`config.mk`:
```
export PLATFORM = sky130hd
export DESIGN_NAME = mga_fmul
export DESIGN_NICKNAME = d
export VERILOG_FILES = /design/src/hw/rtl/mga_pkg.sv /design/src/hw/rtl/mga_fmul.sv
export SDC_FILE = /design/constraint.sdc
export NUM_CORES = 2
export LEC_CHECK = 0
export BUFFER_PORTS_ARGS = -buffer_cell sky130_fd_sc_hd__buf_2
export CAP_MARGIN = 20
export CORE_ASPECT_RATIO = 1.5
export CORE_MARGIN = 2
export CORE_UTILIZATION = 50
export CTS_CLUSTER_DIAMETER = 80
export DETAILED_ROUTE_END_ITERATION = 16
export PLACE_DENSITY = 0.66
export SYNTH_ARGS = -nofsm -noshare
export SYNTH_HDL_FRONTEND = slang
export SYNTH_SLANG_ARGS = --single-unit
```
`constraint.sdc`:
```
create_clock -name clk_i -period 11.2 [get_ports clk_i]
set_clock_uncertainty 0.15 [all_clocks]
set_input_delay 1.12 -clock clk_i [delete_from_list [all_inputs] [get_ports clk_i]]
set_output_delay 1.12 -clock clk_i [all_outputs]
set_load 0.01 [all_outputs]
```
`src/hw/rtl/mga_pkg.sv`:
```
// ----------------------------------------------------------------------------
// mga_pkg
// Shared types, register indexes and float helpers for the rotation unit.
// ----------------------------------------------------------------------------
package mga_pkg;

  localparam int unsigned CfgIdxW = 3;
  localparam int unsigned CfgDataW = 32;

  localparam logic [CfgIdxW-1:0] RegMode = 3'd0;
  localparam logic [CfgIdxW-1:0] RegH11 = 3'd1;
  localparam logic [CfgIdxW-1:0] RegH21 = 3'd2;
  localparam logic [CfgIdxW-1:0] RegH12 = 3'd3;
  localparam logic [CfgIdxW-1:0] RegH22 = 3'd4;

  typedef enum logic [1:0] {
    ModePass = 2'd0,
    ModeFull = 2'd1,
    ModeUnit = 2'd2,
    ModeDiag = 2'd3
  } mode_e;

  localparam logic [31:0] CanonNan = 32'h7FC0_0000;

  typedef struct packed {
    logic [31:0] x;
    logic [31:0] y;
    logic        last;
  } pair_t;

  // Word type for the multiply and add halves; no module in the project uses it.
  typedef struct packed {
    logic [31:0] a;
    logic [31:0] b;
    logic [31:0] c;
    logic [31:0] d;
    logic [31:0] x;
    logic [31:0] y;
    logic        last;
    mode_e       mode;
  } prod_t;

  function automatic logic is_nan(logic [31:0] f);
    return (f[30:23] == 8'hFF) && (f[22:0] != 23'd0);
  endfunction

endpackage

```
`src/hw/rtl/mga_fmul.sv`:
```
// ----------------------------------------------------------------------------
// mga_fmul
// Two-stage single-precision multiplier, round to nearest even.
// ----------------------------------------------------------------------------
module mga_fmul (
  input  logic        clk_i,
  input  logic        en_i,
  input  logic [31:0] a_i,
  input  logic [31:0] b_i,
  output logic [31:0] p_o
);
  import mga_pkg::*;

  // Stage one: unpack, mantissa product, exponent sum, specials.
  logic        s_d, s_q;
  logic signed [10:0] e_d, e_q;
  logic [47:0] m_d, m_q;
  logic [1:0]  sp_d, sp_q;  // 0 normal, 1 zero, 2 inf, 3 nan
  logic [23:0] ma, mb;
  logic [7:0]  ea, eb;
  logic        za, zb, ia, ib;

  always_comb begin
    ea = (a_i[30:23] == 8'd0) ? 8'd1 : a_i[30:23];
    eb = (b_i[30:23] == 8'd0) ? 8'd1 : b_i[30:23];
    ma = {a_i[30:23] != 8'd0, a_i[22:0]};
    mb = {b_i[30:23] != 8'd0, b_i[22:0]};
    za = a_i[30:0] == 31'd0;
    zb = b_i[30:0] == 31'd0;
    ia = a_i[30:0] == 31'h7F80_0000;
    ib = b_i[30:0] == 31'h7F80_0000;
    s_d = a_i[31] ^ b_i[31];
    m_d = ma * mb;
    e_d = $signed({3'b000, ea}) + $signed({3'b000, eb}) - 11'sd127;
    if (is_nan(a_i) || is_nan(b_i) || (ia && zb) || (ib && za)) sp_d = 2'd3;
    else if (ia || ib) sp_d = 2'd2;
    else if (za || zb) sp_d = 2'd1;
    else sp_d = 2'd0;
  end

  always_ff @(posedge clk_i) begin
    if (en_i) begin
      s_q <= s_d; e_q <= e_d; m_q <= m_d; sp_q <= sp_d;
    end
  end

  // Stage two: normalize, denormalize, round.
  logic [31:0] p_d, p_q;
  logic [5:0]  lz;
  logic [47:0] mn;
  logic signed [11:0] en;
  logic [6:0]  rs;
  logic [72:0] sh;
  logic [23:0] keep;
  logic        g, st, inc;
  logic [24:0] rnd;
  logic signed [11:0] ef;

  always_comb begin
    lz = 6'd0;
    for (int i = 0; i < 48; i++) begin
      if (m_q[i]) lz = 6'(47 - i);
    end
    mn = m_q << lz;
    // value = mn[47:0] * 2^(e - 127 - 46 ... ); leading bit at 47 is exponent e+1-lz
    en = 12'(e_q) + 12'sd1 - 12'($unsigned(lz));
    rs = 7'd0;
    if (en < 12'sd1) rs = (12'sd1 - en > 12'sd48) ? 7'd48 : 7'(12'sd1 - en);
    sh = {mn, 25'd0} >> rs;
    keep = sh[72:49];
    g = sh[48];
    st = |sh[47:0];
    inc = g && (st || keep[0]);
    rnd = {1'b0, keep} + {24'd0, inc};
    ef = (en < 12'sd1) ? 12'sd0 : en;
    if (rnd[24]) begin
      ef = ef + 12'sd1;
      rnd = rnd >> 1;
    end else if (ef == 12'sd0 && rnd[23]) begin
      ef = 12'sd1;
    end
    if (sp_q == 2'd3) p_d = CanonNan;
    else if (sp_q == 2'd2) p_d = {s_q, 31'h7F80_0000};
    else if (sp_q == 2'd1 || m_q == 48'd0) p_d = {s_q, 31'd0};
    else if (ef >= 12'sd255) p_d = {s_q, 31'h7F80_0000};
    else p_d = {s_q, ef[7:0], rnd[22:0]};
  end

  always_ff @(posedge clk_i) begin
    if (en_i) p_q <= p_d;
  end
  assign p_o = p_q;
endmodule

```
==> impl_metrics.xml <==
<?xml version="1.0" encoding="UTF-8"?>
<metrics>
  <group name="run_status">
    <metric name="status" unit="">complete, no violations</metric>
  </group>
  <group name="run">
    <metric name="cap_violations" unit="">0</metric>
  </group>
  <group name="drt">
    <metric name="drt-vias-per-instance" unit="">6.32</metric>
    <metric name="number_of_search_and_repair_iterations_in_the_first_detailed_routing_pass" unit="">7</metric>
    <metric name="drtIter0Drc" unit="">2268</metric>
    <metric name="routed_wl" unit="mm">112</metric>
    <metric name="dr_total_vias" unit="">29000</metric>
    <metric name="drc" unit="">0</metric>
    <metric name="ant_nets" unit="">0</metric>
    <metric name="wire_per_inst" unit="um">24.5</metric>
  </group>
  <group name="floorplan">
    <metric name="placeableCoreArea" unit="sq um">62400</metric>
    <metric name="die_area" unit="sq um">65200</metric>
    <metric name="die_h" unit="um">312</metric>
    <metric name="std_cell_rows" unit="">112</metric>
    <metric name="dieWidth" unit="um">209</metric>
    <metric name="ios" unit="">98</metric>
    <metric name="floorplan.initialDensity" unit="%">50.6</metric>
  </group>
  <group name="synth">
    <metric name="postSynthAreaPerCell" unit="sq um">8.22</metric>
    <metric name="yosysWarnings" unit="">0</metric>
    <metric name="synth_sequential_area_ratio" unit="%">8.85</metric>
    <metric name="yosys.area.top_type_share" unit="%">30.7</metric>
    <metric name="synth.area.top_cells" unit="">fa_1, edfxtp_1, ha_1</metric>
    <metric name="synth.most_common_cell" unit="">nand2_1</metric>
    <metric name="mappedNetlistNets" unit="">4588</metric>
    <metric name="netlist-cell-type-count" unit="">123</metric>
    <metric name="async_set_reset_flop_share_out_of_synthesis" unit="%">0</metric>
    <metric name="postSynthRegisterBits" unit="">93</metric>
    <metric name="synth_enable_flop_cells" unit="">93</metric>
    <metric name="mappedNetlistArea" unit="sq um">31600</metric>
    <metric name="synthTopCellsByCount" unit="">nand2_1, inv_1, fa_1</metric>
    <metric name="netlist.top_cell.by_area" unit="">fa_1</metric>
    <metric name="synthCells" unit="">3838</metric>
    <metric name="synth_flop_cell" unit="">edfxtp_1</metric>
  </group>
  <group name="worst_setup_path">
    <metric name="worstReg2RegEnd" unit="">p_o[19]$_SDFFCE_PP0P_</metric>
    <metric name="worst_setup_path_start_kind" unit="">flop</metric>
    <metric name="arrival_time_at_the_worst_endpoint" unit="ps">10120</metric>
    <metric name="crit_path_max_fanout" unit="">45</metric>
    <metric name="worst_path_max_delay_cell" unit="">edfxtp_1</metric>
    <metric name="rr_startpoint" unit="">m_q[45]$_DFFE_PP_</metric>
    <metric name="crit_type" unit="">flop to flop</metric>
    <metric name="worst-r2r-cell-count" unit="">37</metric>
    <metric name="critical-path-top-delay-family" unit="">simple AND/OR/NAND/NOR gates</metric>
    <metric name="timing.critical_path.required" unit="ps">11260</metric>
    <metric name="crit_path_end_kind" unit="">flop</metric>
    <metric name="critical_path.n_buffers_inverters" unit="">5</metric>
    <metric name="highest_cell_delay_on_the_worst_timing_path" unit="ps">640</metric>
    <metric name="r2r_slack" unit="ps">1150</metric>
  </group>
  <group name="clock_tree">
    <metric name="path_clk_slew" unit="ps">70</metric>
    <metric name="cts.repair_timing.setup_buffer_count" unit="">0</metric>
    <metric name="insertion_delay" unit="ps">380</metric>
    <metric name="cts_made_buffers" unit="">9</metric>
    <metric name="cts-resized-gates" unit="">0</metric>
    <metric name="cts_max_path_buffers" unit="">2</metric>
    <metric name="tritoncts_num_sinks" unit="">93</metric>
    <metric name="cts-hold-fix-buffers" unit="">0</metric>
    <metric name="ctsHtreeMaxLevel" unit="">3</metric>
    <metric name="tritoncts" unit="">built</metric>
    <metric name="cts_root_buf" unit="">clkbuf_16</metric>
  </group>
  <group name="layout">
    <metric name="fillerInstances" unit="">5989</metric>
    <metric name="area_occupied_by_multi_input_gates" unit="sq um">25600</metric>
    <metric name="fraction_of_final_layout_cells_sized_beyond_drive_strength_1" unit="%">8.59</metric>
    <metric name="design.final.nets" unit="">4529</metric>
    <metric name="post-route-util" unit="%">52.7</metric>
    <metric name="synthToLayoutAreaGrowth" unit="%">4.20</metric>
    <metric name="sequential_cell_area" unit="sq um">2790</metric>
  </group>
  <group name="placed_design">
    <metric name="hpwl_dp" unit="mm">87.6</metric>
    <metric name="portBuffers" unit="">97</metric>
    <metric name="final_replace_weighted_congestion" unit="">1.05</metric>
    <metric name="dp_worst_setup_slack" unit="ps">1040</metric>
  </group>
  <group name="timing">
    <metric name="achievable-frequency" unit="MHz">99.5</metric>
    <metric name="maxSlewViolCount" unit="">0</metric>
    <metric name="timing.final.crit_share" unit="%">89.8</metric>
    <metric name="setup_tns" unit="ps">0</metric>
    <metric name="fin_crit" unit="ps">10050</metric>
    <metric name="rsz0062_at_grt" unit="">false</metric>
    <metric name="final-hold-violation-count" unit="">0</metric>
    <metric name="timing_worst_slew_pin_value" unit="ps">1190</metric>
    <metric name="timing.final.setup_violations" unit="">0</metric>
    <metric name="max_slew_margin" unit="%">19.7</metric>
    <metric name="final_critical_path_setup_slack" unit="ps">1150</metric>
  </group>
  <group name="grt">
    <metric name="pin_count_of_the_biggest_net_entering_global_routing" unit="">68</metric>
    <metric name="groute.usage.overall" unit="%">34.7</metric>
    <metric name="number_of_antenna_violations_at_the_first_check_in_global_routing" unit="">5</metric>
    <metric name="number_of_global_route_vias_before_repair" unit="">29600</metric>
    <metric name="grt_overflow_total" unit="">0</metric>
    <metric name="grt_pass1_wl" unit="mm">173</metric>
  </group>
  <group name="hold_path">
    <metric name="holdCritStartpoint" unit="">s_q$_DFFE_PP_</metric>
    <metric name="whs_endpoint" unit="">p_o[31]$_SDFFCE_PP0P_</metric>
    <metric name="worstHoldPathCells" unit="">1</metric>
    <metric name="worst_min_delay_path_class" unit="">flop to flop</metric>
  </group>
</metrics>
==> cell type report <==
type | count | area share (%)
Clock buffer | 10 | 0.696
Tap cell | 798 | 3.04
Multi-Input combinational cell | 2964 | 78.0
Inverter | 532 | 6.08
Antenna cell | 2 | 0.0152
Clock inverter | 6 | 0.285
Timing Repair Buffer | 179 | 3.42
Sequential cell | 93 | 8.49
==> registers in the layout (all words and copies together) (netlist names) <==
signal / cells
m_q: 48
p_o: 32
e_q: 10
sp_q: 2
s_q: 1
==> worst max-delay path by stage <==
stage	from	endpoint	cells past startpoint
2_1_floorplan	b_i[3]	m_q[46]$_DFFE_PP_	30
3_3_place_gp	a_i[10]	m_q[46]$_DFFE_PP_	32
3_5_place_dp	a_i[5]	m_q[46]$_DFFE_PP_	31
4_1_cts	a_i[5]	m_q[46]$_DFFE_PP_	31
5_1_grt	m_q[45]$_DFFE_PP_	p_o[12]$_SDFFCE_PP0P_	37
6_report	m_q[45]$_DFFE_PP_	p_o[19]$_SDFFCE_PP0P_	37
==> worst reg2reg max path: cells and delay by family, from the launching register on <==
family,cells,cell delay [ps]
AND/OR/NAND/NOR,16,3210
AO/OA/AOI/OAI,10,3200
buffers and inverters,5,890
adder cells (fa/ha/maj),3,850
flip-flops,1,640
XOR/XNOR,1,560
multiplexers,2,370
==> layout by cell type (no fill, tap or decap), types with 12 or more instances in the layout <==
cell type | synthesis | routed
a211oi_1 | 38 | 38
a21o_1 | 35 | 35
a21oi_1 | 153 | 153
a221oi_1 | 13 | 13
a22oi_1 | 16 | 16
a31oi_1 | 27 | 27
and2_1 | 218 | 218
and3_1 | 35 | 35
buf_2 | 40 | 97
buf_4 | 13 | 79
edfxtp_1 | 93 | 93
fa_1 | 484 | 484
ha_1 | 200 | 200
inv_1 | 523 | 523
mux2_2 | 20 | 20
mux2i_1 | 42 | 42
nand2_1 | 600 | 600
nand2b_1 | 15 | 15
nand3_1 | 84 | 84
nand4_1 | 35 | 35
nor2_1 | 185 | 185
nor3_1 | 94 | 93
nor3_2 | 13 | 14
nor4_1 | 45 | 45
o211ai_1 | 27 | 27
o21a_1 | 16 | 16
o21ai_0 | 101 | 101
o21ai_1 | 14 | 13
o21bai_1 | 14 | 14
o221ai_1 | 12 | 12
o22ai_1 | 31 | 31
o31ai_1 | 24 | 24
or2_2 | 12 | 12
or3_1 | 28 | 28
xnor2_1 | 52 | 52
xor2_1 | 30 | 30
==> routing by layer <==
layer  GRT usage, %  share of wire (%)
met5              0             0.0080
met4           25.3                8.6
met3           4.89                6.6
met2           61.9                 50
met1           37.5                 34
==> stage by stage <==
stage,cells,cell area (sq um),hold slack [ps]
2_1_floorplan,3838,31600,347
3_3_place_gp,4564,32500,353
3_5_place_dp,4564,32500,375
4_1_cts,4580,32900,393
5_1_grt,4584,32900,425
6_report,4584,32900,381
==> kinds of logic (layout without fill, tap and decap cells) <==
| group | count (synthesis) | after routing | share of synthesized area [%] |
|---|---|---|---|
| AO/OA/AOI/OAI | 698 | 698 | 15.8 |
| XOR/XNOR | 83 | 83 | 2.35 |
| adder cells (fa/ha/maj) | 685 | 685 | 38.7 |
| buffers and inverters | 781 | 727 | 10.0 |
| flip-flops | 93 | 93 | 8.85 |
| multiplexers | 64 | 64 | 2.13 |
| other | 0 | 2 | 0 |
| AND/OR/NAND/NOR | 1434 | 1434 | 22.2 |
Power is left out: the tool's default activity adds up to more than one toggle a clock period on the data nets, which glitch-free logic cannot reach.
