--- config.mk ---
export PLATFORM = sky130hd
export DESIGN_NAME = mga_fadd
export DESIGN_NICKNAME = d
export VERILOG_FILES = /design/src/hw/rtl/mga_pkg.sv /design/src/hw/rtl/mga_fadd.sv
export SDC_FILE = /design/constraint.sdc
export NUM_CORES = 1
export LEC_CHECK = 0
export ABC_AREA = 1
export BUFFER_PORTS_ARGS = -buffer_cell sky130_fd_sc_hd__buf_2
export CORE_UTILIZATION = 60
export CTS_CLUSTER_DIAMETER = 150
export CTS_CLUSTER_SIZE = 12
export DETAILED_ROUTE_END_ITERATION = 16
export GPL_TIMING_DRIVEN = 0
export PLACE_DENSITY = 0.8
export REMOVE_ABC_BUFFERS = 1
export SLEW_MARGIN = 20
export SYNTH_ARGS = -nofsm -noshare
export SYNTH_HDL_FRONTEND = slang
export SYNTH_SLANG_ARGS = --single-unit
--- constraint.sdc ---
create_clock -name clk_i -period 11.3 [get_ports clk_i]
set_input_delay 1.13 -clock clk_i [delete_from_list [all_inputs] [get_ports clk_i]]
set_output_delay 1.13 -clock clk_i [all_outputs]
set_load 0.02 [all_outputs]
--- src/hw/rtl/mga_pkg.sv ---
// ----------------------------------------------------------------------------
// mga_pkg
// Shared types, register indexes and float helpers for the rotation unit.
// ----------------------------------------------------------------------------
package mga_pkg;

  localparam int unsigned CfgIdxW = 3;
  localparam int unsigned CfgDataW = 32;

  localparam logic [CfgIdxW-1:0] RegMode = 3'd0;
  localparam logic [CfgIdxW-1:0] RegH11 = 3'd1;
  localparam logic [CfgIdxW-1:0] RegH21 = 3'd2;
  localparam logic [CfgIdxW-1:0] RegH12 = 3'd3;
  localparam logic [CfgIdxW-1:0] RegH22 = 3'd4;

  typedef enum logic [1:0] {
    ModePass = 2'd0,
    ModeFull = 2'd1,
    ModeUnit = 2'd2,
    ModeDiag = 2'd3
  } mode_e;

  localparam logic [31:0] CanonNan = 32'h7FC0_0000;

  typedef struct packed {
    logic [31:0] x;
    logic [31:0] y;
    logic        last;
  } pair_t;

  // Word type for the multiply and add halves; no module in the project uses it.
  typedef struct packed {
    logic [31:0] a;
    logic [31:0] b;
    logic [31:0] c;
    logic [31:0] d;
    logic [31:0] x;
    logic [31:0] y;
    logic        last;
    mode_e       mode;
  } prod_t;

  function automatic logic is_nan(logic [31:0] f);
    return (f[30:23] == 8'hFF) && (f[22:0] != 23'd0);
  endfunction

endpackage

--- src/hw/rtl/mga_fadd.sv ---
// ----------------------------------------------------------------------------
// mga_fadd
// Two-stage single-precision adder, round to nearest even.
// ----------------------------------------------------------------------------
module mga_fadd (
  input  logic        clk_i,
  input  logic        en_i,
  input  logic [31:0] a_i,
  input  logic [31:0] b_i,
  output logic [31:0] s_o
);
  import mga_pkg::*;

  // Stage one: order operands, align and add with sticky bits.
  logic        big_s, sm_s, sub;
  logic [7:0]  be, se;
  logic [23:0] bm, smm;
  logic [8:0]  d;
  logic [50:0] al;
  logic [27:0] sa;
  logic [28:0] sum_d, sum_q;
  logic        sg_d, sg_q;
  logic [7:0]  e_d, e_q;
  logic [1:0]  sp_d, sp_q;  // 0 normal, 1 nan, 2 inf
  logic [31:0] spv_d, spv_q;
  logic        ia, ib;

  always_comb begin
    if (a_i[30:0] >= b_i[30:0]) begin
      big_s = a_i[31]; be = a_i[30:23]; bm = {a_i[30:23] != 8'd0, a_i[22:0]};
      sm_s = b_i[31]; se = b_i[30:23]; smm = {b_i[30:23] != 8'd0, b_i[22:0]};
    end else begin
      big_s = b_i[31]; be = b_i[30:23]; bm = {b_i[30:23] != 8'd0, b_i[22:0]};
      sm_s = a_i[31]; se = a_i[30:23]; smm = {a_i[30:23] != 8'd0, a_i[22:0]};
    end
    d = {1'b0, (be == 8'd0) ? 8'd1 : be} - {1'b0, (se == 8'd0) ? 8'd1 : se};
    al = {smm, 27'd0} >> ((d > 9'd27) ? 9'd27 : d);
    sa = {al[50:24], |al[23:0]};
    sub = big_s ^ sm_s;
    sum_d = sub ? ({1'b0, bm, 4'd0} - {1'b0, sa}) : ({1'b0, bm, 4'd0} + {1'b0, sa});
    e_d = (be == 8'd0) ? 8'd1 : be;
    sg_d = big_s;
    ia = a_i[30:0] == 31'h7F80_0000;
    ib = b_i[30:0] == 31'h7F80_0000;
    spv_d = {a_i[31], 31'h7F80_0000};
    if (is_nan(a_i) || is_nan(b_i) || (ia && ib && (a_i[31] != b_i[31]))) sp_d = 2'd1;
    else if (ia) sp_d = 2'd2;
    else if (ib) begin sp_d = 2'd2; spv_d = {b_i[31], 31'h7F80_0000}; end
    else sp_d = 2'd0;
    // Exact zero: +0 unless both operands are -0.
    if (sp_d == 2'd0 && sum_d == 29'd0) sg_d = a_i[31] & b_i[31];
  end

  always_ff @(posedge clk_i) begin
    if (en_i) begin
      sum_q <= sum_d; sg_q <= sg_d; e_q <= e_d; sp_q <= sp_d; spv_q <= spv_d;
    end
  end

  // Stage two: normalize and round.
  logic [4:0]  lz;
  logic [28:0] nm;
  logic signed [10:0] en;
  logic [4:0]  adj;
  logic [23:0] keep;
  logic        g, st, inc;
  logic [24:0] rnd;
  logic signed [10:0] ef;
  logic [31:0] s_d, s_q;

  always_comb begin
    lz = 5'd0;
    for (int i = 0; i < 29; i++) begin
      if (sum_q[i]) lz = 5'(28 - i);
    end
    // Leading bit at 28 means exponent e+1; limit shift to stay at exponent 1.
    en = 11'($unsigned(e_q)) + 11'sd1 - 11'($unsigned(lz));
    adj = lz;
    if (en < 11'sd1) begin
      adj = 5'(11'($unsigned(lz)) + en - 11'sd1);
      en = 11'sd0;
    end
    nm = sum_q << adj;
    keep = nm[28:5];
    g = nm[4];
    st = |nm[3:0];
    inc = g && (st || keep[0]);
    rnd = {1'b0, keep} + {24'd0, inc};
    ef = en;
    if (rnd[24]) begin
      ef = (ef == 11'sd0) ? 11'sd2 : ef + 11'sd1;
      rnd = rnd >> 1;
    end else if (ef == 11'sd0 && rnd[23]) begin
      ef = 11'sd1;
    end
    if (sp_q == 2'd1) s_d = CanonNan;
    else if (sp_q == 2'd2) s_d = spv_q;
    else if (sum_q == 29'd0) s_d = {sg_q, 31'd0};
    else if (ef >= 11'sd255) s_d = {sg_q, 31'h7F80_0000};
    else s_d = {sg_q, ef[7:0], rnd[22:0]};
  end

  always_ff @(posedge clk_i) begin
    if (en_i) s_q <= s_d;
  end
  assign s_o = s_q;
endmodule

==> impl_summary.md, run 1 <==
Worst setup path
On the critical path the largest part of the delay comes from simple AND/OR/NAND/NOR gates. The endpoint class of the critical path is a flop. By startpoint and endpoint, the worst setup path is classified as input port to flop. The arrival time reported for the critical path endpoint is between 10 and 15 ns. The sum of buffers and inverters on the critical path is 10. The register-to-register path setup slack is between 1 and 1.5 ns. The cell with the most instances on the worst path is sky130_fd_sc_hd__nand2_1.

The delay of the slowest cell on the worst path is between 0.4 and 0.5 ns. The maximum fanout along the worst path is 13. The endpoint required time on the critical path is about 11 ns. The kind of start point of the critical path is an input port. The slowest cell on the critical path is sky130_fd_sc_hd__o21ai_0.

STA
The hold violation count in the final report is 0. The achievable frequency is between 90 and 100 MHz. After layout, the worst setup slack is roughly 0.80 ns. For the pin with the worst max-slew slack, the measured transition is roughly 1.2 ns. The final setup skew is 0.0140 ns. The count of final max-slew check failures is 0. The worst hold slack across all endpoints is about 0.64 ns. Setup violations remaining at the end of the flow were counted as 0. For the final routed database, the setup TNS stands at 0 ns.

Headroom to the max-slew limit came out at around a fifth. The clock period minus final worst setup slack is 10.50 ns. The final critical path takes up between 90% and 100% of the cycle.

Power and ir drop
Per report_power, the clock group accounts for 12.6% of the total. The sequential group share of total power is approximately 17%. Overall power consumption after layout is estimated at approximately 2.4 mW. The switching power total is about 1.3 mW.

Of the total power, combinational logic draws between 70 and 80%. The internal power summed over all cells is approximately 1.1 mW. The worst voltage drop across the vdd grid is ~0.000099 V. Dividing total power by cell area gives a power density of around 170 mW/mm2. The static leakage is ~7.3 nW. The switching power share of the total is a little over half.

GRT
The remaining global-route overflow is 0. The global-route total usage across every layer is approximately a third. Entering global routing, the biggest net connects 81 pins. The number of global-route vias before repair is 13100.

The initial antenna violation count is 0. The global-route wire length before repair is approximately 60000 um.

Route
The routed design uses between 1500 and 2000 um of met3 wire. The count of TritonRoute iterations in the first routing pass is 6. The count of nets left with antenna violations once routing finished came out at 0. Signal routing reaches up to met4. Across all layers, the routed design uses 14300 vias.

The wire length on met2 is about 18000 um. The wire length on met1 is approximately 15000 um. The number of design-rule violations left by the first detailed-router iteration is between 700 and 800. For this run, design rule violations remaining after detail routing come to 0. The detail-routed via count per cell is roughly 5.7. The average detailed-routed wire length per instance is around 15 um. The aggregate routed wire length is approximately 38000 um.

Yosys
In this run the cell area of the synthesized design comes to 0.0131 mm2. Counting flops with an async set or reset pin after synthesis yields a share of 0%. A synthesized cell averages approximately 6 um2. Sequential cells were found to cover around 17% of the synthesized design area.

The Yosys step of the flow raised 0 warnings. The number of enable flip-flop cells after synthesis is 73. The number of distinct library cells after synthesis is 57.

The number of storage elements in the synthesis netlist is 73. Synthesis produced 2189 cells. Among all flip-flop cells after synthesis, the most frequent one is sky130_fd_sc_hd__edfxtp_1.

Clock network
The TritonCTS clock tree is done. The clock sink count is 73. The maximum clock path buffer count is 2.

At the later pin of the worst-skew pair, clock insertion delay measures about 0.35 ns. In this run the number of H-tree levels came out at 3. The clock transition at the registers of the reported paths is ~0.070 ns.

The clock root buffer master is sky130_fd_sc_hd__clkbuf_16. The hold-fix buffer count after cts is 0. The TritonCTS buffer count is 9.

Die
The floorplan has between 50 and 60 rows. The floorplan step set the die width to 150 um. The core footprint is 0.0212 mm2.

The initial core utilization is 61.7%. Measured along the y axis, the die boundary spans about 150 um. The floorplan step defined a die boundary enclosing between 0.02 and 0.025 mm2.

The I/O pin count is a little under 100.

Status
The run finished with clean final reports.

Min path
The worst min-delay path class is flop to flop.

Finish
Of the cells placed in the final design, the portion with a size suffix greater than 1 is between 10% and 20%. The most frequent standard cell in the layout excluding fill and tap cells is sky130_fd_sc_hd__nand2_1. The layout has approximately 2100 filler cells.

In the final design database the tool counted between 2000 and 2500 nets. In the layout the commonest cells are 663 x sky130_fd_sc_hd__nand2_1, 289 x sky130_fd_sc_hd__inv_1, 250 x sky130_fd_sc_hd__nand3_1, 168 x sky130_fd_sc_hd__nor2_1, 134 x sky130_fd_sc_hd__o21ai_0. The antenna diode instance count is 0. Relative to the synthesized area, the layout overhead comes to 8.34%.

Job
The max-cap violation count is 0.

Place
The congestion estimate from routability-driven global placement came to between 0.9 and 1. The half-perimeter wire length of the detailed placement result is approximately 30000 um. At the placement stage, the worst setup path has a slack of -1.41 ns. During placement, the flow inserted port buffers numbering 97.
## per-layer routing
layer	global-route usage, %	up-vias
met2	60.0	480
met3	3.08	109
li1	-	7283
met1	39.9	6457
met4	19.0	0
met5	0	-
## registers in the layout (all words and copies together), names as in the netlist
name   cells
e_q        8
spv_q      1
sum_q     29
sg_q       1
s_o       32
sp_q       2
## cell families (layout without fill, tap and decap cells)
| group | Yosys count | after routing | synth area share (%) |
|---|---|---|---|
| flip-flops | 73 | 73 | 16.8 |
| AND/OR/NAND/NOR | 1252 | 1255 | 42.9 |
| XOR/XNOR | 47 | 47 | 3.15 |
| multiplexers | 2 | 2 | 0.163 |
| buffers and inverters | 382 | 437 | 11.9 |
| AO/OA/AOI/OAI | 313 | 313 | 13.4 |
| adder cells (fa/ha/maj) | 120 | 120 | 11.7 |
## what timing repair did
action / in CTS / in global routing
resized for setup: 13 / 26
pin swaps: 1 / 7
endpoints found under the setup margin: 8 / 9
setup buffers: 0 / 9
cloned: 4 / 2
## stage by stage
stage	cells	cell area [um2]	utilization [%]
floorplan	2115	12700	-
global placement	2487	13500	63.7
detailed placement	2491	13600	64.2
CTS	2511	14000	66.0
global route	2522	14200	66.8
finish	2522	14200	66.8
## final cells by class
class / instances / area [um2] / area share [%]
flip-flops and latches: 73 / 2190 / 15.5
clock inverters: 7 / 85.1 / 0.600
repair buffers: 110 / 626 / 4.41
well taps: 275 / 344 / 2.43
repair inverters: 3 / 17.5 / 0.124
multi-input cells: 1737 / 9510 / 67.1
clock buffers: 9 / 225 / 1.59
inverters: 308 / 1170 / 8.29
## worst paths after layout
path,startpoint,to,depth (start not counted)
worst max-delay path,b_i[14],sg_q,67
worst min-delay path,sg_q,s_o[31],2
worst max register to register,sum_q[1],s_o[14],42
worst min register to register,sg_q,s_o[31],2
## cells in the mapped netlist, drive strengths merged (9+ instances only)
cell	count	area, um2
nor2	207	1010
xnor2	9	78.8
ha	116	1450
nand3	259	1360
nand4	32	213
o21a	9	67.6
edfxtp	73	2190
xor2	38	333
o21ai	166	846
nor3	28	140
nor4	24	150
inv	306	1150
nand2	689	2660
a21oi	88	440
buf	38	270
clkbuf	36	136
## power groups by stage
stage	Combinational [mW]	Sequential [mW]	Clock (mW)
after detailed placement	1.64	0.407	0
after CTS	1.65	0.401	0.306
after floorplan	1.21	0.435	0
after global routing	1.89	0.408	0.314
after global placement	1.59	0.405	0
final	1.69	0.401	0.301
## worst reg2reg max path: cells and delay by family, from the launching register on
kind	cells	cell delay (ns)
buffers and inverters	4	1.29
adder cells (fa/ha/maj)	4	1.48
AND/OR/NAND/NOR	26	3.75
AO/OA/AOI/OAI	7	2.48
XOR/XNOR	1	0.34
flip-flops	1	0.45
Power figures use the tool's default switching activity.
==> run 2, diff against run 1 <==
--- a/config.mk
+++ b/config.mk
@@ -7,12 +7,13 @@
 export LEC_CHECK = 0
 export ABC_AREA = 1
 export BUFFER_PORTS_ARGS = -buffer_cell sky130_fd_sc_hd__buf_2
-export CORE_UTILIZATION = 60
+export CELL_PAD_IN_SITES_DETAIL_PLACEMENT = 2
+export CELL_PAD_IN_SITES_GLOBAL_PLACEMENT = 2
+export CORE_UTILIZATION = 28
 export CTS_CLUSTER_DIAMETER = 150
-export CTS_CLUSTER_SIZE = 12
 export DETAILED_ROUTE_END_ITERATION = 16
 export GPL_TIMING_DRIVEN = 0
-export PLACE_DENSITY = 0.8
+export PLACE_DENSITY_LB_ADDON = 0.1
 export REMOVE_ABC_BUFFERS = 1
 export SLEW_MARGIN = 20
 export SYNTH_ARGS = -nofsm -noshare
==> impl_summary.md, run 2 (synthesized netlist as in run 1, its figures left out) <==
STA
The achievable frequency is just under 100 MHz. The final count of negative-setup-slack endpoints is 0. At the pin with the least slew margin, the transition time is around 1.0 ns. The final clock period utilization by the worst path is 92.0%. Headroom to the max-slew limit came out at slightly above 30%. The hold violation count in the final report is 0. The clock period minus final worst setup slack is slightly above 10 ns. The count of final max-slew check failures is 0. The final setup skew is roughly 0.014 ns. Setup repair after global routing left no endpoint under its margin.

Place
The count of buffers from port buffering is slightly below 100. Detailed placement finished with a half-perimeter wire length of between 40000 and 50000 um. After detailed placement, the total cell area comes to 0.0141 mm2.

The final RePlAce weighted congestion is ~0.88.

Die
The core footprint is 0.0458 mm2. In this run the count of I/O pins placed on the die edge is 98. The number of standard-cell rows in the floorplan is 78. The initial core utilization is 28.6%.

From bottom edge to top edge, the die measures ~220 um. The die is approximately 220 um wide. The floorplan step defined a die boundary enclosing 0.0476 mm2.

Worst setup path
The cell with the most instances on the worst path is sky130_fd_sc_hd__nand2_1. In this run the worst path has a maximum fanout of 13. STA classifies the critical path endpoint as a flop. The arrival time reported for the critical path endpoint is 10.52 ns. The slowest cell on the critical path is sky130_fd_sc_hd__nor2_2. For this run, the slowest stage of the critical path takes between 0.5 and 0.6 ns.

The type of the setup path with the least slack is input port to flop. The endpoint required time on the critical path is 11.43 ns. The worst register-to-register path has a setup slack of approximately 1.3 ns.

The kind of start point of the critical path is an input port.

Route
The routed via count is ~15000. The average detailed-routed wire length per instance is 18.2 um. The count of nets left with antenna violations once routing finished came out at 0.

In the routed design, unresolved DRC markers number 0. Using the TritonRoute via totals, the vias-per-cell ratio works out to 5.09. The pre-antenna-repair detailed-routing pass consisted of 4 iterations. The routed design has 52100 um of wire. The number of design-rule violations left by the first detailed-router iteration is around 430.

Finish
The number of flip-flops under the largest register name is 32. The antenna diode instance count is 0. The synthesis-to-layout area growth is 12.6%.

Leaving out fill and tap cells, the most frequent cell in the layout is sky130_fd_sc_hd__nand2_1. Of the cells placed in the final design, the portion with a size suffix greater than 1 is about 12%. For this run, the share of the core covered by cells in the final layout is 32.2%. Summing all non-filler instances in the final layout gives an area of around 0.015 mm2. The net count of the finished layout is around 2400. In the layout the commonest cells are 663 x sky130_fd_sc_hd__nand2_1, 287 x sky130_fd_sc_hd__inv_1, 249 x sky130_fd_sc_hd__nand3_1, 168 x sky130_fd_sc_hd__nor2_1, 127 x sky130_fd_sc_hd__o21ai_0.

GRT
After global routing the overflow that remains totals 0. The initial antenna violation count is 0. The number of global-route vias before repair is around 16000. The global-route wire length before repair is between 80000 and 90000 um. In the global route stage, overall resource usage came out at 22.1%.

Entering global routing, the biggest net connects 89 pins.

Clock network
The H-tree was split into 3 levels. For this design, the sink count on the clock tree is 73. The clock latency on the worst-skew pair is 0.37 ns. The clock transition at the registers of the reported paths is around 0.07 ns. Clock tree synthesis inserted a total of 9 buffers. The hold-fix buffer count after cts is 0. The TritonCTS clock tree is done. The cell sitting at the root of the clock tree is a sky130_fd_sc_hd__clkbuf_16. Counting along the longest clock path gives a buffer depth of 2.

Job
Max-cap violations in this run came to 0.

Min path
In this run the worst hold path is classified as flop to flop.

Power and ir drop
For this design the ratio of total power to cell area is roughly 170 mW/mm2. Summed over all cells, the static leakage comes to approximately 7.4 nW. VDD sags by at most a little over 0.00008 V.

Status
The flow ran to the end, and the final reports show no timing, DRC or antenna violations.
[run 2: changes by cell type in the layout (fill, tap and decap cells not counted), sizes merged]
cell and change:
buf +10, clkinvlp +3, bufinv -1, inv -1, nand2 -1, o21ai +1
[run 2: worst max-delay path: cells and delay by family]
kind / cells / cell delay (ns)
compound gates: 16 / 2.82
xor+xnor: 2 / 0.33
fa+ha+maj: 5 / 1.26
buf+inv: 10 / 0.92
simple gates: 35 / 4.04
[run 2: report_power, final]
part	internal, mW	switching (mW)	total [mW]
combinational	0.559	1.26	1.82
sequential	0.373	0.0313	0.405
clock	0.153	0.135	0.288
[run 2: metrics by stage]
stage | setup TNS, ns | worst slack [ns] | instances | power [mW] | hold WS, ns
after floorplan | 0 | 0.0557 | 2115 | 1.65 | 0.556
after global placement | -155.45 | -5.06 | 2812 | 2.10 | 0.584
after detailed placement | -22.51 | -2.60 | 2817 | 2.19 | 0.592
after CTS | 0 | 0.0208 | 2844 | 2.52 | 0.608
after global routing | 0 | 0.0398 | 2858 | 2.76 | 0.619
final | 0 | 0.908 | 2858 | 2.52 | 0.600
[run 2: repair_timing]
| action | in CTS | in global routing |
|---|---|---|
| endpoints found under the setup margin | 17 | 28 |
| gates resized for setup | 28 | 34 |
| setup buffers | 6 | 12 |
| pin swaps | 3 | 14 |
| cloned | 5 | 2 |
[run 2: worst paths after layout]
kind                                end      from  cells past startpoint
worst max register to register  s_o[13]  sum_q[8]                     46
worst min-delay path            s_o[31]      sg_q                      2
worst max-delay path               sg_q    b_i[8]                     68
worst min register to register  s_o[31]      sg_q                      2
[run 2: cell type report]
class	instances	area [um2]
Fill cell	5712	31000
Multi-Input combinational cell	1737	9560
Sequential cell	73	2190
Inverter	308	1190
Tap cell	600	751
Timing Repair Buffer	120	741
Clock buffer	9	225
Clock inverter	7	61.3
Timing Repair inverter	4	25.0
[run 2: per-layer routing]
metal / wire length (um) / GRT usage, % / part of all wire, %
met1: 22300 / 25.2 / 43
met2: 27800 / 43.0 / 53
met3: 621 / 1.34 / 1.2
met4: 1370 / 6.92 / 2.6
met5: 0 / 0 / 0
==> run 3, diff against run 2 <==
--- a/config.mk
+++ b/config.mk
@@ -9,7 +9,7 @@
 export BUFFER_PORTS_ARGS = -buffer_cell sky130_fd_sc_hd__buf_2
 export CELL_PAD_IN_SITES_DETAIL_PLACEMENT = 2
 export CELL_PAD_IN_SITES_GLOBAL_PLACEMENT = 2
-export CORE_UTILIZATION = 28
+export CORE_UTILIZATION = 34
 export CTS_CLUSTER_DIAMETER = 150
 export DETAILED_ROUTE_END_ITERATION = 16
 export GPL_TIMING_DRIVEN = 0
==> constraint.sdc (replaced) <==
create_clock -name clk_i -period 11.5 [get_ports clk_i]
set_input_delay 1.15 -clock clk_i [delete_from_list [all_inputs] [get_ports clk_i]]
set_output_delay 1.15 -clock clk_i [all_outputs]
set_load 0.02 [all_outputs]
==> impl_summary.md, run 3 (synthesized netlist as in run 1, its figures left out) <==
Power and ir drop
The worst voltage drop across the vdd grid is about 0.000071 V. The completed layout was analyzed and its total power is around 2.5 mW. The analysis attributes to cell leakage a power of around 7.4 nW.

The power density over cell area is ~170 mW/mm2.

Clock network
The number of hold buffers added after CTS was 0. TritonCTS created 9 clock buffers. The clock latency on the worst-skew pair is roughly 0.36 ns. The clock sink count is 73.

The clock root buffer master is sky130_fd_sc_hd__clkbuf_16. The clock transition at the registers of the reported paths is 0.06 ns. The clock tree synthesis step divided the H-tree into 3 levels. The clock passes through at most 2 buffers. The TritonCTS clock tree is done.

Die
The floorplan has 71 rows. The core footprint is between 0.03 and 0.04 mm2. The vertical extent of the die is slightly below 200 um. The initial utilization of the core area, before any placement, comes to around a third.

The floorplan die area is 0.0393 mm2. The die width is 198 um. The I/O pin count is 98.

STA
At the pin with the least slew margin, the transition time is 1.09 ns. Based on the critical path, the design can be clocked at up to roughly 93 MHz. The hold violation count in the final report came to 0. Once routing completed, OpenROAD measured the worst setup slack at about 0.7 ns.

The worst path uses a little over nine tenths of the clock period. The count of final max-slew check failures came to 0. The clock period minus final worst setup slack is ~11 ns. The final setup skew is 0.00758 ns. The worst slew slack as a fraction of its limit is 27.1%. Setup repair after global routing could not meet its margin everywhere. The final setup TNS is 0 ns.

The final count of negative-setup-slack endpoints is 0.

Route
For this run, design rule violations remaining after detail routing come to 0. In this run the remaining antenna-violating nets after routing total 0. The average detailed-routed wire length per instance is between 15 and 20 um.

Across all layers, the routed design uses roughly 15000 vias. For this run, the detailed router's first-pass iteration total came to 5. The aggregate routed wire length is approximately 52000 um.

The detail-routed via count per cell is between 5 and 6. The detailed router finished its first iteration with 400 violations.

Min path
The worst hold path begins at sg_q. The path with the worst hold slack has its endpoint at s_o[31]. The min-delay analysis places its worst path in the category flop to flop. Along the worst hold path, the cell count comes to 2.

Worst setup path
For the worst flop-to-flop path, the logic depth is 53. The arrival time reported for the critical path endpoint is approximately 11 ns. The register-to-register path setup slack is approximately 1 ns.

The worst reg2reg path endpoint is s_o[14]. The kind of start point of the critical path is an input port. The delay of the slowest cell on the worst path is roughly 0.40 ns. The cell with the most instances on the worst path is sky130_fd_sc_hd__nand2_1. For this design, the slowest cell found on the critical path is sky130_fd_sc_hd__fa_1. In this run the critical register-to-register path is launched from sum_q[2]. The endpoint required time on the critical path is between 10 and 15 ns. The type of the setup path with the least slack is input port to flop. The endpoint class of the critical path is a flop. The maximum fanout along the worst path is 12. The most critical setup path has its startpoint at b_i[14].

GRT
After global routing the overflow that remains totals 0. The pin count of the biggest net entering global routing is 77. The global-route wire length before repair is ~83000 um. The initial antenna violation count is 0. The number of global-route vias before repair is about 16000. Global routing consumed, over all layers together, between 20% and 30% of the routing resources.

Job
The max-cap violation count is 0.

Finish
For this run, the post-layout net count is approximately 2400. The ratio of cells with drive above 1 in the final layout is between 10% and 20%. The antenna diode instance count is 0. The number of flip-flops under the largest register name is 32. The library cell used most frequently in the layout, excluding fill and tap cells, is sky130_fd_sc_hd__nand2_1. From synthesis to final layout, the design area changed by 11.7%. The number of standard cells in the final layout excluding fillers is roughly 2800.

The top cell types in the final layout, fill and taps aside, are 663 x sky130_fd_sc_hd__nand2_1, 288 x sky130_fd_sc_hd__inv_1, 250 x sky130_fd_sc_hd__nand3_1, 168 x sky130_fd_sc_hd__nor2_1, 133 x sky130_fd_sc_hd__o21ai_0. Counting the fill cells in the layout gives approximately 4800.

Status
The flow ran to the end, and the final reports show no timing, DRC or antenna violations.

Place
During placement, the flow inserted port buffers numbering 97. The number of placed instances with taps included is ~2700. Summed over all nets, the half-perimeter wirelength after detailed placement is approximately 43000 um. At the end of routability-driven placement, the weighted congestion stood at 0.893. At the placement stage, the worst setup path has a slack of -2.23 ns.
run 3: changes by cell type in the layout (fill, tap and decap cells not counted), moves of 3 or more:
cell	change
sky130_fd_sc_hd__buf_4	-6
sky130_fd_sc_hd__o21ai_1	-4
sky130_fd_sc_hd__o21ai_0	+6
sky130_fd_sc_hd__o21ai_2	-3
run 3: report_power, final:
group / switching [mW] / leakage (nW) / internal, mW
clock: 0.119 / 0.153 / 0.191
combinational: 1.26 / 6.51 / 0.541
sequential: 0.0323 / 0.723 / 0.367
total: 1.41 / 7.39 / 1.10
run 3: cell type report:
type / count / area, um2 / share of cell area [%]
inverters: 308 / 1190 / 8.11
flip-flops and latches: 73 / 2190 / 15.0
repair inverters: 4 / 25.0 / 0.171
clock buffers: 10 / 229 / 1.57
well taps: 511 / 639 / 4.37
multi-input cells: 1738 / 9560 / 65.4
clock inverters: 6 / 90.1 / 0.616
repair buffers: 115 / 704 / 4.82
run 3: layer usage:
layer  vias to the layer above  GRT usage [%]  wire length, um
met4                         0           10.4             1760
met5                         -              0                0
met3                        68           1.57              858
met2                       170           53.4            28600
met1                      7153           29.4            21200
li1                       7285              -                -
run 3: critical path, delay by kind of cell:
family | cells | cell delay (ns)
and+or+nand+nor | 37 | 4.39
AOI/OAI and AO/OA | 16 | 2.40
adders and majority gates | 5 | 1.35
xor gates and xnor gates | 1 | 0.16
buffers and inverters | 13 | 1.47
run 3: how the worst max path moves through the flow:
stage,to,slack [ns]
detailed placement,sg_q,-2.23
CTS,sg_q,0.007
finish,sg_q,0.70
global route,sg_q,-0.19
global placement,sg_q,-4.35
floorplan,sg_q,0.24
run 3: through the flow:
stage / cell area [um2] / util, % / hold slack [ns]
floorplan: 12700 / - / 0.556
global placement: 13800 / 36.6 / 0.632
detailed placement: 14000 / 37.0 / 0.603
CTS: 14400 / 38.3 / 0.610
global route: 14600 / 38.7 / 0.651
finish: 14600 / 38.7 / 0.602
run 3: what timing repair did:
item / 4_1_cts / 5_1_grt
pin swaps: 3 / 7
endpoints found under the setup margin: 14 / 29
resized for setup: 27 / 24
cloned: 5 / 3
setup buffers: 4 / 9
